<file path="src/design/pps_pkg.sv">
`default_nettype none

package pps_pkg;

    // Default depth of the ready list
    localparam int TASKS_DEF = 64;

    // Field widths
    localparam int ID_W     = 6;
    localparam int PRIO_W   = 8;
    localparam int REM_W    = 16;
    localparam int TIME_W   = 32;
    localparam int STATUS_W = 2;

    // Command code of an arriving task (the other code is a tick)
    localparam logic CMD_ARRIVE = 1'b0;

    // Result status codes
    typedef enum logic [STATUS_W-1:0] {
        ST_ACCEPT = 2'd0,
        ST_FULL   = 2'd1,
        ST_RAN    = 2'd2,
        ST_IDLE   = 2'd3
    } status_t;

    // One ready list entry
    typedef struct packed {
        logic [ID_W-1:0]   id;
        logic [PRIO_W-1:0] prio;
        logic [REM_W-1:0]  rem;
    } entry_t;

    // Read address source for the list memory
    typedef enum logic [1:0] {
        RD_ZERO = 2'd0,
        RD_DOWN = 2'd1,
        RD_UP   = 2'd2
    } rd_sel_t;

    // Controller to datapath commands
    typedef struct packed {
        logic    load_in;
        logic    tick_time;
        logic    rd_en;
        rd_sel_t rd_sel;
        logic    wr_en;
        logic    wr_entry;
        logic    ptr_dec;
        logic    ptr_inc;
        logic    cnt_inc;
        logic    cnt_dec;
        logic    set_full;
        logic    load_head;
        logic    out_load;
    } dp_cmd_t;

    // Datapath to controller status
    typedef struct packed {
        logic in_arrive;
        logic in_zero_burst;
        logic full;
        logic empty;
        logic ptr_zero;
        logic at_end;
        logic precedes;
        logic drop;
        logic out_free;
    } dp_sts_t;

endpackage

`default_nettype wire

</file>
<file path="src/design/pps_dp.sv">
`default_nettype none

module pps_dp #(
    parameter int TASKS = pps_pkg::TASKS_DEF
) (
    input  wire logic                          aclk,
    input  wire logic                          aresetn,
    input  wire logic                          s_command,
    input  wire logic [pps_pkg::ID_W-1:0]      s_task_id,
    input  wire logic [pps_pkg::PRIO_W-1:0]    s_priority_req,
    input  wire logic [pps_pkg::REM_W-1:0]     s_burst,
    input  wire pps_pkg::dp_cmd_t              cmd,
    output pps_pkg::dp_sts_t                   sts,
    input  wire logic                          m_ready,
    output logic                               m_valid,
    output logic [pps_pkg::STATUS_W-1:0]       m_status,
    output logic [pps_pkg::ID_W-1:0]           m_run_task,
    output logic                               m_task_done,
    output logic [pps_pkg::REM_W-1:0]          m_remaining_left,
    output logic [pps_pkg::TIME_W-1:0]         m_time_now
);
    import pps_pkg::*;

    localparam int IDX_W = $clog2(TASKS);
    localparam int CNT_W = $clog2(TASKS + 1);
    localparam logic [CNT_W-1:0] CNT_FULL = CNT_W'(TASKS);

    entry_t              list_mem [TASKS];
    entry_t              mem_q_reg;
    entry_t              key_reg, key_next;
    logic [CNT_W-1:0]    cnt_reg, cnt_next;
    logic [TIME_W-1:0]   time_reg, time_next;
    logic [IDX_W-1:0]    ptr_reg, ptr_next;
    status_t             res_status_reg, res_status_next;
    logic [ID_W-1:0]     res_run_reg, res_run_next;
    logic                res_done_reg, res_done_next;
    logic [REM_W-1:0]    res_left_reg, res_left_next;
    logic                m_valid_reg;
    status_t             m_status_reg;
    logic [ID_W-1:0]     m_run_reg;
    logic                m_done_reg;
    logic [REM_W-1:0]    m_left_reg;
    logic [TIME_W-1:0]   m_time_reg;
    logic [CNT_W-1:0]    ptr_up;
    logic [IDX_W-1:0]    rd_addr;
    entry_t              wr_data;
    logic [REM_W-1:0]    head_rem;

    assign ptr_up   = CNT_W'(ptr_reg) + CNT_W'(1);
    assign head_rem = mem_q_reg.rem - REM_W'(1);
    assign wr_data  = cmd.wr_entry ? mem_q_reg : key_reg;

    // Pick the read address
    always_comb begin
        case (cmd.rd_sel)
            RD_ZERO: rd_addr = '0;
            RD_DOWN: rd_addr = ptr_reg - IDX_W'(1);
            RD_UP:   rd_addr = ptr_up[IDX_W-1:0];
            default: rd_addr = '0;
        endcase
    end

    // Ready list memory, one write and one registered read a cycle
    always_ff @(posedge aclk) begin
        if (cmd.wr_en) begin
            list_mem[ptr_reg] <= wr_data;
        end
        if (cmd.rd_en) begin
            mem_q_reg <= list_mem[rd_addr];
        end
    end

    // Report status to the controller
    always_comb begin
        sts.in_arrive     = (s_command == CMD_ARRIVE);
        sts.in_zero_burst = (s_burst == '0);
        sts.full          = (cnt_reg == CNT_FULL);
        sts.empty         = (cnt_reg == '0);
        sts.ptr_zero      = (ptr_reg == '0);
        sts.at_end        = (ptr_up == cnt_reg);
        sts.precedes      = (mem_q_reg.prio < key_reg.prio) ||
                            ((mem_q_reg.prio == key_reg.prio) &&
                             (mem_q_reg.rem <= key_reg.rem));
        sts.drop          = (key_reg.rem == '0);
        sts.out_free      = !m_valid_reg || m_ready;
    end

    // Next values of the walk pointer, key, count and clock
    always_comb begin
        ptr_next  = ptr_reg;
        key_next  = key_reg;
        cnt_next  = cnt_reg;
        time_next = time_reg;
        if (cmd.load_in) begin
            ptr_next = cnt_reg[IDX_W-1:0];
            key_next = '{id: s_task_id, prio: s_priority_req, rem: s_burst};
        end
        if (cmd.load_head) begin
            ptr_next = '0;
            key_next = '{id: mem_q_reg.id, prio: mem_q_reg.prio, rem: head_rem};
        end
        if (cmd.ptr_dec) begin
            ptr_next = ptr_reg - IDX_W'(1);
        end
        if (cmd.ptr_inc) begin
            ptr_next = ptr_up[IDX_W-1:0];
        end
        if (cmd.cnt_inc) begin
            cnt_next = cnt_reg + CNT_W'(1);
        end
        if (cmd.cnt_dec) begin
            cnt_next = cnt_reg - CNT_W'(1);
        end
        if (cmd.tick_time) begin
            time_next = time_reg + TIME_W'(1);
        end
    end

    // Build the result of the current item
    always_comb begin
        res_status_next = res_status_reg;
        res_run_next    = res_run_reg;
        res_done_next   = res_done_reg;
        res_left_next   = res_left_reg;
        if (cmd.load_in) begin
            res_status_next = sts.in_arrive ? ST_ACCEPT : ST_IDLE;
            res_run_next    = sts.in_arrive ? s_task_id : '0;
            res_done_next   = 1'b0;
            res_left_next   = '0;
        end
        if (cmd.set_full) begin
            res_status_next = ST_FULL;
        end
        if (cmd.load_head) begin
            res_status_next = ST_RAN;
            res_run_next    = mem_q_reg.id;
            res_done_next   = (head_rem == '0);
            res_left_next   = head_rem;
        end
    end

    // Hold working payload
    always_ff @(posedge aclk) begin
        ptr_reg        <= ptr_next;
        key_reg        <= key_next;
        res_status_reg <= res_status_next;
        res_run_reg    <= res_run_next;
        res_done_reg   <= res_done_next;
        res_left_reg   <= res_left_next;
    end

    // Control state: fill count and time counter
    always_ff @(posedge aclk) begin
        if (!aresetn) begin
            cnt_reg  <= '0;
            time_reg <= '0;
        end else begin
            cnt_reg  <= cnt_next;
            time_reg <= time_next;
        end
    end

    // Output register: load a finished item, drop it once taken
    always_ff @(posedge aclk) begin
        if (!aresetn) begin
            m_valid_reg <= 1'b0;
        end else if (cmd.out_load) begin
            m_valid_reg <= 1'b1;
        end else if (m_ready) begin
            m_valid_reg <= 1'b0;
        end
    end

    always_ff @(posedge aclk) begin
        if (cmd.out_load) begin
            m_status_reg <= res_status_reg;
            m_run_reg    <= res_run_reg;
            m_done_reg   <= res_done_reg;
            m_left_reg   <= res_left_reg;
            m_time_reg   <= time_reg;
        end
    end

    assign m_valid          = m_valid_reg;
    assign m_status         = m_status_reg;
    assign m_run_task       = m_run_reg;
    assign m_task_done      = m_done_reg;
    assign m_remaining_left = m_left_reg;
    assign m_time_now       = m_time_reg;

endmodule

`default_nettype wire

</file>
<file path="src/design/pps_ctrl.sv">
`default_nettype none

module pps_ctrl (
    input  wire logic             aclk,
    input  wire logic             aresetn,
    input  wire logic             s_valid,
    output logic                  s_ready,
    output pps_pkg::dp_cmd_t      cmd,
    input  wire pps_pkg::dp_sts_t sts
);
    import pps_pkg::*;

    typedef enum logic [6:0] {
        S_IDLE   = 7'b0000001,
        S_A_CHK  = 7'b0000010,
        S_A_CMP  = 7'b0000100,
        S_T_HEAD = 7'b0001000,
        S_T_CHK  = 7'b0010000,
        S_T_CMP  = 7'b0100000,
        S_FIN    = 7'b1000000
    } state_t;

    state_t state_reg, state_next;

    assign s_ready = (state_reg == S_IDLE);

    // Sequence the insert walk and the tick walk
    always_comb begin
        state_next = state_reg;
        cmd        = '0;
        cmd.rd_sel = RD_ZERO;
        case (state_reg)
            S_IDLE: begin
                if (s_valid) begin
                    cmd.load_in = 1'b1;
                    if (sts.in_arrive) begin
                        if (sts.in_zero_burst) begin
                            state_next = S_FIN;
                        end else if (sts.full) begin
                            cmd.set_full = 1'b1;
                            state_next   = S_FIN;
                        end else begin
                            state_next = S_A_CHK;
                        end
                    end else begin
                        cmd.tick_time = 1'b1;
                        if (sts.empty) begin
                            state_next = S_FIN;
                        end else begin
                            // fetch the head entry
                            cmd.rd_en  = 1'b1;
                            state_next = S_T_HEAD;
                        end
                    end
                end
            end
            S_A_CHK: begin
                if (sts.ptr_zero) begin
                    cmd.wr_en   = 1'b1;
                    cmd.cnt_inc = 1'b1;
                    state_next  = S_FIN;
                end else begin
                    cmd.rd_en  = 1'b1;
                    cmd.rd_sel = RD_DOWN;
                    state_next = S_A_CMP;
                end
            end
            S_A_CMP: begin
                if (sts.precedes) begin
                    cmd.wr_en   = 1'b1;
                    cmd.cnt_inc = 1'b1;
                    state_next  = S_FIN;
                end else begin
                    // shift the entry up one slot
                    cmd.wr_en    = 1'b1;
                    cmd.wr_entry = 1'b1;
                    cmd.ptr_dec  = 1'b1;
                    state_next   = S_A_CHK;
                end
            end
            S_T_HEAD: begin
                cmd.load_head = 1'b1;
                state_next    = S_T_CHK;
            end
            S_T_CHK: begin
                if (sts.at_end) begin
                    if (sts.drop) begin
                        cmd.cnt_dec = 1'b1;
                    end else begin
                        cmd.wr_en = 1'b1;
                    end
                    state_next = S_FIN;
                end else begin
                    cmd.rd_en  = 1'b1;
                    cmd.rd_sel = RD_UP;
                    state_next = S_T_CMP;
                end
            end
            S_T_CMP: begin
                if (!sts.drop && !sts.precedes) begin
                    cmd.wr_en  = 1'b1;
                    state_next = S_FIN;
                end else begin
                    // shift the entry down one slot
                    cmd.wr_en    = 1'b1;
                    cmd.wr_entry = 1'b1;
                    cmd.ptr_inc  = 1'b1;
                    state_next   = S_T_CHK;
                end
            end
            S_FIN: begin
                if (sts.out_free) begin
                    cmd.out_load = 1'b1;
                    state_next   = S_IDLE;
                end
            end
            default: begin
                state_next = S_IDLE;
            end
        endcase
    end

    always_ff @(posedge aclk) begin
        if (!aresetn) begin
            state_reg <= S_IDLE;
        end else begin
            state_reg <= state_next;
        end
    end

endmodule

`default_nettype wire

</file>
<file path="src/design/preemptive_priority_sjf_scheduler.sv">
// Preemptive priority scheduler with shortest-remaining tie-break.
// Input channel (s_valid/s_ready): command 0 inserts task s_task_id with
// s_priority_req and s_burst into the ordered ready list; command 1 is a
// time tick that runs the head task for one unit and reinserts it if
// time is left. Result channel (m_valid/m_ready): one item per input item
// with status, run_task, task_done, remaining_left and time_now.
// One item is worked on at a time. The list sits in a memory with one
// write port and one registered read port, and the walk reads and then
// writes each entry moved or compared. An arrival walks from the end of
// the list toward its slot, passing the entries behind that slot; a tick
// walks from the head toward the end of the list.
// Zero-burst arrivals, refused arrivals and ticks on an empty list go
// straight to the result.
// Reset empties the list (fill count to zero) and clears the time
// counter; no clearing pass is needed. A finished result waits in the
// output register while m_ready is low; the next item is taken as soon
// as its walk starts, and it finishes only once that register is free.
`default_nettype none

module preemptive_priority_sjf_scheduler #(
    parameter int TASKS = pps_pkg::TASKS_DEF
) (
    input  wire logic                       aclk,
    input  wire logic                       aresetn,
    input  wire logic                       s_valid,
    output logic                            s_ready,
    input  wire logic                       s_command,
    input  wire logic [pps_pkg::ID_W-1:0]   s_task_id,
    input  wire logic [pps_pkg::PRIO_W-1:0] s_priority_req,
    input  wire logic [pps_pkg::REM_W-1:0]  s_burst,
    output logic                            m_valid,
    input  wire logic                       m_ready,
    output logic [pps_pkg::STATUS_W-1:0]    m_status,
    output logic [pps_pkg::ID_W-1:0]        m_run_task,
    output logic                            m_task_done,
    output logic [pps_pkg::REM_W-1:0]       m_remaining_left,
    output logic [pps_pkg::TIME_W-1:0]      m_time_now
);
    import pps_pkg::*;

    dp_cmd_t cmd;
    dp_sts_t sts;

    pps_ctrl u_ctrl (
        .aclk    (aclk),
        .aresetn (aresetn),
        .s_valid (s_valid),
        .s_ready (s_ready),
        .cmd     (cmd),
        .sts     (sts)
    );

    pps_dp #(
        .TASKS (TASKS)
    ) u_dp (
        .aclk             (aclk),
        .aresetn          (aresetn),
        .s_command        (s_command),
        .s_task_id        (s_task_id),
        .s_priority_req   (s_priority_req),
        .s_burst          (s_burst),
        .cmd              (cmd),
        .sts              (sts),
        .m_ready          (m_ready),
        .m_valid          (m_valid),
        .m_status         (m_status),
        .m_run_task       (m_run_task),
        .m_task_done      (m_task_done),
        .m_remaining_left (m_remaining_left),
        .m_time_now       (m_time_now)
    );

`ifndef SYNTHESIS
    // Never grow a full list
    a_no_overfill: assert property (@(posedge aclk) disable iff (!aresetn)
        !(sts.full && cmd.cnt_inc))
        else $error("ready list grown past its depth");

    // One item at a time: no accept in the cycle after an accept
    a_one_item: assert property (@(posedge aclk) disable iff (!aresetn)
        (s_valid && s_ready) |=> !s_ready)
        else $error("item accepted while another is in work");

    // A run result flags completion exactly when no time is left
    a_done_flag: assert property (@(posedge aclk) disable iff (!aresetn)
        (m_valid && (m_status == ST_RAN)) |-> (m_task_done == (m_remaining_left == '0)))
        else $error("task_done disagrees with remaining_left");

    // An idle tick carries no task
    a_idle_clean: assert property (@(posedge aclk) disable iff (!aresetn)
        (m_valid && (m_status == ST_IDLE)) |->
        ((m_run_task == '0) && !m_task_done && (m_remaining_left == '0)))
        else $error("idle result carries task fields");
`endif

endmodule

`default_nettype wire

</file>
<file path="config.mk">
export PLATFORM = sky130hd
export DESIGN_NAME = preemptive_priority_sjf_scheduler
export DESIGN_NICKNAME = d
export VERILOG_FILES = /design/src/design/pps_pkg.sv /design/src/design/pps_dp.sv /design/src/design/pps_ctrl.sv /design/src/design/preemptive_priority_sjf_scheduler.sv
export SDC_FILE = /design/constraint.sdc
export NUM_CORES = 2
export LEC_CHECK = 0
export BUFFER_PORTS_ARGS = -buffer_cell sky130_fd_sc_hd__buf_2
export CORE_ASPECT_RATIO = 0.5
export CORE_UTILIZATION = 55
export DETAILED_ROUTE_END_ITERATION = 7
export GPL_ROUTABILITY_DRIVEN = 0
export PLACE_DENSITY = 0.74
export REMOVE_ABC_BUFFERS = 1
export SYNTH_ARGS = -nofsm -noshare
export SYNTH_HDL_FRONTEND = slang
export SYNTH_SLANG_ARGS = --single-unit
</file>
<file path="constraint.sdc">
create_clock -name aclk -period 5.2 [get_ports aclk]
set_input_delay 0.52 -clock aclk [delete_from_list [all_inputs] [get_ports aclk]]
set_output_delay 0.52 -clock aclk [all_outputs]
set_load 0.02 [all_outputs]
</file>
# Word-level counts from Yosys, hierarchy flattened
# Memories as Yosys holds them, arrays and structs flattened. A register that Yosys moved wholly into a read port is not among the register bits.
# Cells that the tools add are included.
# op_classes
n_reduce_logical	19
n_eq_ne	14
mux	65
addsub	6
order_cmp	2
# op_table
cell	n
2-to-1 mux 30 bit	3
2-to-1 mux 7 bit	12
case mux 7 bit (7 select lines)	1
logical NOT 16 bit	3
2-to-1 mux 6 bit	7
adder 32 x 1 -> 32 bit, second input constant	1
2-to-1 mux 16 bit	2
2-to-1 mux 1 bit	25
<= comparator 16 bit	1
subtractor 16 x 1 -> 16 bit, second input constant	1
== test 7 bit, second input constant	2
2-to-1 mux 2 bit	6
case mux 6 bit (2 select lines)	1
2-to-1 mux 3 bit	3
== test 8 bit	1
less-than comparator 8 bit	1
nonzero test 2 bit	4
adder 6 x 1 -> 7 bit, second input constant	1
adder 7 x 1 -> 7 bit, second input constant	1
== test 7 x 1 -> 1 bit, second input constant	1
== test 7 x 2 -> 1 bit, second input constant	1
== test 7 x 3 -> 1 bit, second input constant	1
== test 7 x 4 -> 1 bit, second input constant	1
== test 7 x 5 -> 1 bit, second input constant	1
18 further kinds	25
# totals
elab_cells	124
register_bits	165
output_inout_bits	59
mem_count	1
ram_bits	1920
in_bits	35
# mem_list
name	depth	width	rd	rd_ports_with_merged_regs	wr	line_no	source
u_dp.list_mem	64	30	1	1	1	pps_dp.sv:28	entry_t list_mem [TASKS];

# Logic depth before layout (Yosys ltp)
# depth
word_depth	9
ltp_mapped	21
depth_no_buf	15

# By module
# From an unflattened synthesis, not the netlist that was laid out.
# unflattened
hier_cells	5046
area_unflattened_um2	83477.6
# modules_own_cells
module	seq_area_each_um2	cells_per_inst	n_inst	area_per_inst_um2
pps_dp	62880.3	4975	1	82955.8
pps_ctrl	140.1	71	1	521.8

# Worst setup path after synthesis
# OpenSTA, ideal clock, no wires.
# synth_path
path_kind	reg-to-reg
from	reg u_dp.mem_q_reg[10] (netlist name)
to	mem u_dp.list_mem[0][1] (netlist bit), data pin
setup_slack_ns	0.110
arrival_time_ns	4.526
stages_incl_launch_ff	10
period_less_slack_ns	5.090
t_required_ns	4.636
setup_ns	0.564
n_path_buf	1
path_cell_list	edfxtp_1 ha_1 nand4_1 or4_1 or4_4 o31a_4 a311o_4 nand2_8 buf_12 mux2i_1
# synth_rtl
item	line_no
end: declaration	pps_dp.sv:28

# Final worst setup path
# layout_path
from	reg u_dp.ptr_reg[0]
to	reg u_dp.mem_q_reg[12] (netlist name)
# layout_between
elab_chain_len	6
# layout_rtl
item	line_no	source
start: declaration	pps_dp.sv:33	logic [IDX_W-1:0] ptr_reg, ptr_next;
start signal: assignment	pps_dp.sv:144	ptr_reg <= ptr_next;
adder 6 x 1 -> 7 bit	pps_dp.sv:49	assign ptr_up = CNT_W'(ptr_reg) + CNT_W'(1);
== test 7 bit	pps_dp.sv:80	sts.at_end = (ptr_up == cnt_reg);
2-to-1 mux 3 bit	pps_ctrl.sv:86	if (sts.at_end) begin
case mux 2 bit (2 select lines)	pps_ctrl.sv:32	case (state_reg)
== test 2 bit or == test 2 x 1 -> 1 bit (tied branches)	pps_dp.sv:55	case (cmd.rd_sel)
case mux 6 bit (2 select lines)	pps_dp.sv:55	
# Several ways; a longest one is shown, not always the timed one.
# A chain may end at the register's enable or synchronous reset.

==> impl_table.tex <==
\begin{tabular}{lr}
\hline
Metric & Value \\
\hline
\multicolumn{2}{l}{\textbf{Clock network}} \\
\quad Longest Clk Path Bufs & 3 \\
\quad CTS sink cnt & approximately 2,100 \\
\quad Clock buffers created by TritonCTS & 178 \\
\quad CTS Root Cell & clkbuf\_16 \\
\quad Number of H-tree branching levels & 4 \\
\quad Clock latency reported for the late side of the worst-skew pair & 0.82 ns \\
\quad Clock slew at reported path FFs & about 0.07 ns \\
\quad CTS tree & done \\
\multicolumn{2}{l}{\textbf{Floorplan}} \\
\quad Count of boundary I/O pins & 94 \\
\quad Number of cell rows & 100 \\
\quad Die W & 551 um \\
\quad Die height & 277 um \\
\quad Starting Density & 55.6\% \\
\quad Area enclosed by the die boundary & 153,000 um\^{}2 \\
\quad Area of the core region & 149,000 um\^{}2 \\
\multicolumn{2}{l}{\textbf{Yosys}} \\
\quad Number of synthesis warnings & 0 \\
\quad Netlist area before placement & 83,000 um\^{}2 \\
\quad Top area cells in the synthesized netlist & edfxtp\_1 (75\%), mux4\_2 (13\%), nand2\_1 (2.9\%) \\
\quad Main synth FF type & edfxtp\_1 \\
\quad Top cell type by total area after synthesis & edfxtp\_1 \\
\quad Post-Syn Instances & about 4,400 \\
\quad Most numerous cell in the Yosys netlist & edfxtp\_1 \\
\quad Yosys reg bits & approximately 2,100 \\
\quad Share of async-settable or async-resettable flops after synthesis & 0\% \\
\quad Sequential-to-total area share from yosys stat & 75.9\% \\
\quad Number of synthesized flops with an enable pin & 2,066 \\
\quad Top cells by count, synth & edfxtp\_1 (2,066), nand2\_1 (635), mux4\_2 (481) \\
\quad Post-synthesis area per instance & 19.0 um\^{}2 \\
\quad Number of distinct library cells after synthesis & 78 \\
\quad Top cell type's share of synthesized area & 74.7\% \\
\multicolumn{2}{l}{\textbf{Finish}} \\
\quad FF/Latch Area & approximately 63,000 um\^{}2 \\
\quad Nets & 4,761 \\
\quad Ratio of cells with drive above 1 in the final layout & 25.5\% \\
\quad Filler cell count & 9,765 \\
\quad Multi-input gate area in the final layout & 19,500 um\^{}2 \\
\quad Finished Layout Cells & 6,822 \\
\quad Area growth from synthesis to final layout & 13.4\% \\
\quad Max reg flops & between 1,500 and 2,000 \\
\multicolumn{2}{l}{\textbf{Timing}} \\
\quad Post-layout min period & about 5 ns \\
\quad Fin Clk Skew & 0.0300 ns \\
\quad Total count of hold-check failures in the final report & 0 \\
\quad Number of setup violations in the final report & 0 \\
\quad Worst slew margin relative to its limit & 5.48\% \\
\quad F\_max & 0.194 GHz \\
\quad Setup repair after global routing missed its margin & true \\
\quad Worst-Margin Slew & between 1 and 1.5 ns \\
\quad Number of slew-limit violations in the final report & 0 \\
\quad Final TNS setup & 0 ns \\
\quad Tcrit/Tclk final & 99.0\% \\
\multicolumn{2}{l}{\textbf{Critical path}} \\
\quad Biggest fanout along the worst timing path & 30 \\
\quad Reg2Reg Depth & 16 \\
\quad Setup slack of the most critical reg-to-reg path & a little over 0.05 ns \\
\quad Critical Path Sink & u\_dp.mem\_q\_reg[12] \\
\quad CP Launch Type & flop \\
\quad Source of the critical timing path & u\_dp.ptr\_reg[0] \\
\quad Type of destination of the critical path & flop \\
\quad Data arrival time at the worst-slack endpoint & 5.68 ns \\
\quad Category of the most critical setup path & reg -> reg \\
\quad Terminus of the critical flop-to-flop path & u\_dp.mem\_q\_reg[12] \\
\quad Crit path required time & 5.73 ns \\
\quad Worst r2r src & u\_dp.ptr\_reg[0] \\
\multicolumn{2}{l}{\textbf{Detailed routing}} \\
\quad Final routed DRC violation total & 0 \\
\quad 1st-pass router iterations & 6 \\
\quad Routed wirelength normalized by instance count & between 30 and 40 um \\
\quad Vias per cell & around 6.7 \\
\quad Total wire length after detailed routing & 227,000 um \\
\quad Routed via count & 45,400 \\
\quad Number of nets with antenna violations after routing & 0 \\
\quad Initial DRC count & 7,585 \\
\multicolumn{2}{l}{\textbf{Outcome}} \\
\quad Outcome & finished, final reports clean \\
\multicolumn{2}{l}{\textbf{GRT}} \\
\quad Maximum number of pins on one net before global-route repair & 80 \\
\quad Number of antenna violations at the first check in global routing & 14 \\
\quad Wire length of the first global-routing pass & 322,000 um \\
\quad Overflow after GRT & 0 \\
\quad Overall Global Routing Usage & 30.1\% \\
\quad Via count of the first global-routing pass & 44,300 \\
\multicolumn{2}{l}{\textbf{Place}} \\
\quad Number of buffers added on ports & 93 \\
\quad DP HPWL & 138,000 um \\
\quad Placed cell count & 6,479 \\
\multicolumn{2}{l}{\textbf{Worst hold path}} \\
\quad Worst min-delay path category & in -> reg \\
\multicolumn{2}{l}{\textbf{Pwr}} \\
\quad Cell area power density & 372 nW/um\^{}2 \\
\quad Largest voltage drop on the vdd net & roughly 0.32 mV \\
\quad Leakage power of the design & around 30 nW \\
\multicolumn{2}{l}{\textbf{Flow run}} \\
\quad Max Cap Viol & 0 \\
\hline
\end{tabular}
-- where the power goes --
| group | switching (mW) | internal, mW | leakage, nW | total [mW] |
|---|---|---|---|---|
| Combinational | 1.73 | 0.424 | 8.62 | 2.16 |
| Sequential | 0.139 | 19.6 | 19.0 | 19.7 |
| Clock | 6.03 | 7.07 | 2.75 | 13.1 |
| Total | 7.90 | 27.1 | 30.3 | 35.0 |
-- area by class of cell --
cell class | instances | share of cell area [%]
tap | 1989 | 2.64
clock buffer | 222 | 5.07
multi-input combinational | 1975 | 20.7
antenna | 5 | 0.0133
sequential | 2115 | 66.9
timing repair buffer | 366 | 3.56
inverter | 53 | 0.211
clock inverter | 97 | 0.885
-- per-layer routing --
metal	share of wire (%)	global-route usage (%)	wire length [um]	vias up
met5	0.018	0	41	-
met4	3.4	10.1	7760	6
met3	16	11.3	37200	396
met2	44	43.3	100000	3550
met1	36	42.7	82100	23300
li1	-	-	-	18100
-- worst min path at each step --
stage,startpoint,to,slack (ns),cells past startpoint
5_1_grt,s_burst[0],u_dp.key_reg[0],0.03,2
2_1_floorplan,u_dp.res_left_reg[0],u_dp.m_remaining_left[0],0.40,0
3_3_place_gp,u_dp.res_run_reg[5],u_dp.m_run_task[5],0.40,0
4_1_cts,s_burst[0],u_dp.key_reg[0],0.006,2
6_report,s_burst[0],u_dp.key_reg[0],0.05,2
3_5_place_dp,u_dp.res_left_reg[9],u_dp.m_remaining_left[9],0.40,0
-- cells in the final DEF (no fill, tap or decap), drive strengths merged, types with 9 or more instances in the layout --
cell type | Yosys | final
edfxtp | 2066 | 2066
nand2 | 636 | 636
mux4 | 481 | 481
buf | 108 | 349
clkbuf | 122 | 223
nand3 | 213 | 213
nor2 | 141 | 141
o21ai | 89 | 89
clkinv | 1 | 73
inv | 52 | 60
nand4 | 51 | 51
dfxtp | 49 | 49
ha | 36 | 36
a21oi | 30 | 30
mux2 | 30 | 30
a221oi | 30 | 30
xor2 | 26 | 26
xnor2 | 23 | 23
a21o | 23 | 23
or3 | 17 | 17
dlygate4sd3 | 0 | 16
nor3 | 14 | 14
nor4 | 13 | 13
bufinv | 0 | 11
and2 | 9 | 9
nor2b | 9 | 9
-- cells by family after synthesis --
group           count (synthesis)  synth area share, %
flops                        2115                 75.9
simple gates                 1147                 6.08
mux                           516                 13.6
buf+inv                       283                 1.46
compound gates                225                 1.81
xor+xnor                       50                0.544
fa+ha+maj                      37                0.567
-- per-stage QoR --
stage	total power [mW]	utilization (%)	setup WS (ns)	cell area [um^2]	hold slack (ns)
floorplan	21.0	-	-38.02	82000	0.400
global placement	22.0	59.1	-0.477	88200	0.402
detailed placement	22.1	59.1	-0.416	88200	0.405
CTS	35.0	63.0	0.00386	94000	0.00576
global route	35.7	63.1	0.00444	94200	0.0339
finish	35.0	63.1	0.0509	94200	0.0522
-- worst max-delay path: stages, from the launching register on --
cell	delay (ns)
edfxtp_1	0.38
buf_4	0.25
inv_1	0.10
ha_1	0.38
xor2_1	0.19
nor3_2	0.19
o211ai_1	0.18
nand2b_1	0.28
ha_4	0.23
or3b_1	0.35
mux4_2	0.50
a21oi_4	0.36
nor3_2	0.12
buf_12	0.19
nand3_1	0.30
nand4_1	0.33
a221oi_2	0.51
-- repair_timing --
| item | 4_1_cts | 5_1_grt |
|---|---|---|
| buffers inserted | 0 | 2 |
| endpoints found under the hold margin | 20 | 0 |
| hold buffers | 16 | 0 |
| cloned | 0 | 1 |
| pin swaps | 1 | 3 |
| resized for setup | 19 | 25 |
| endpoints found under the setup margin | 12 | 30 |
No activity file was read; power rests on OpenSTA's default activity.
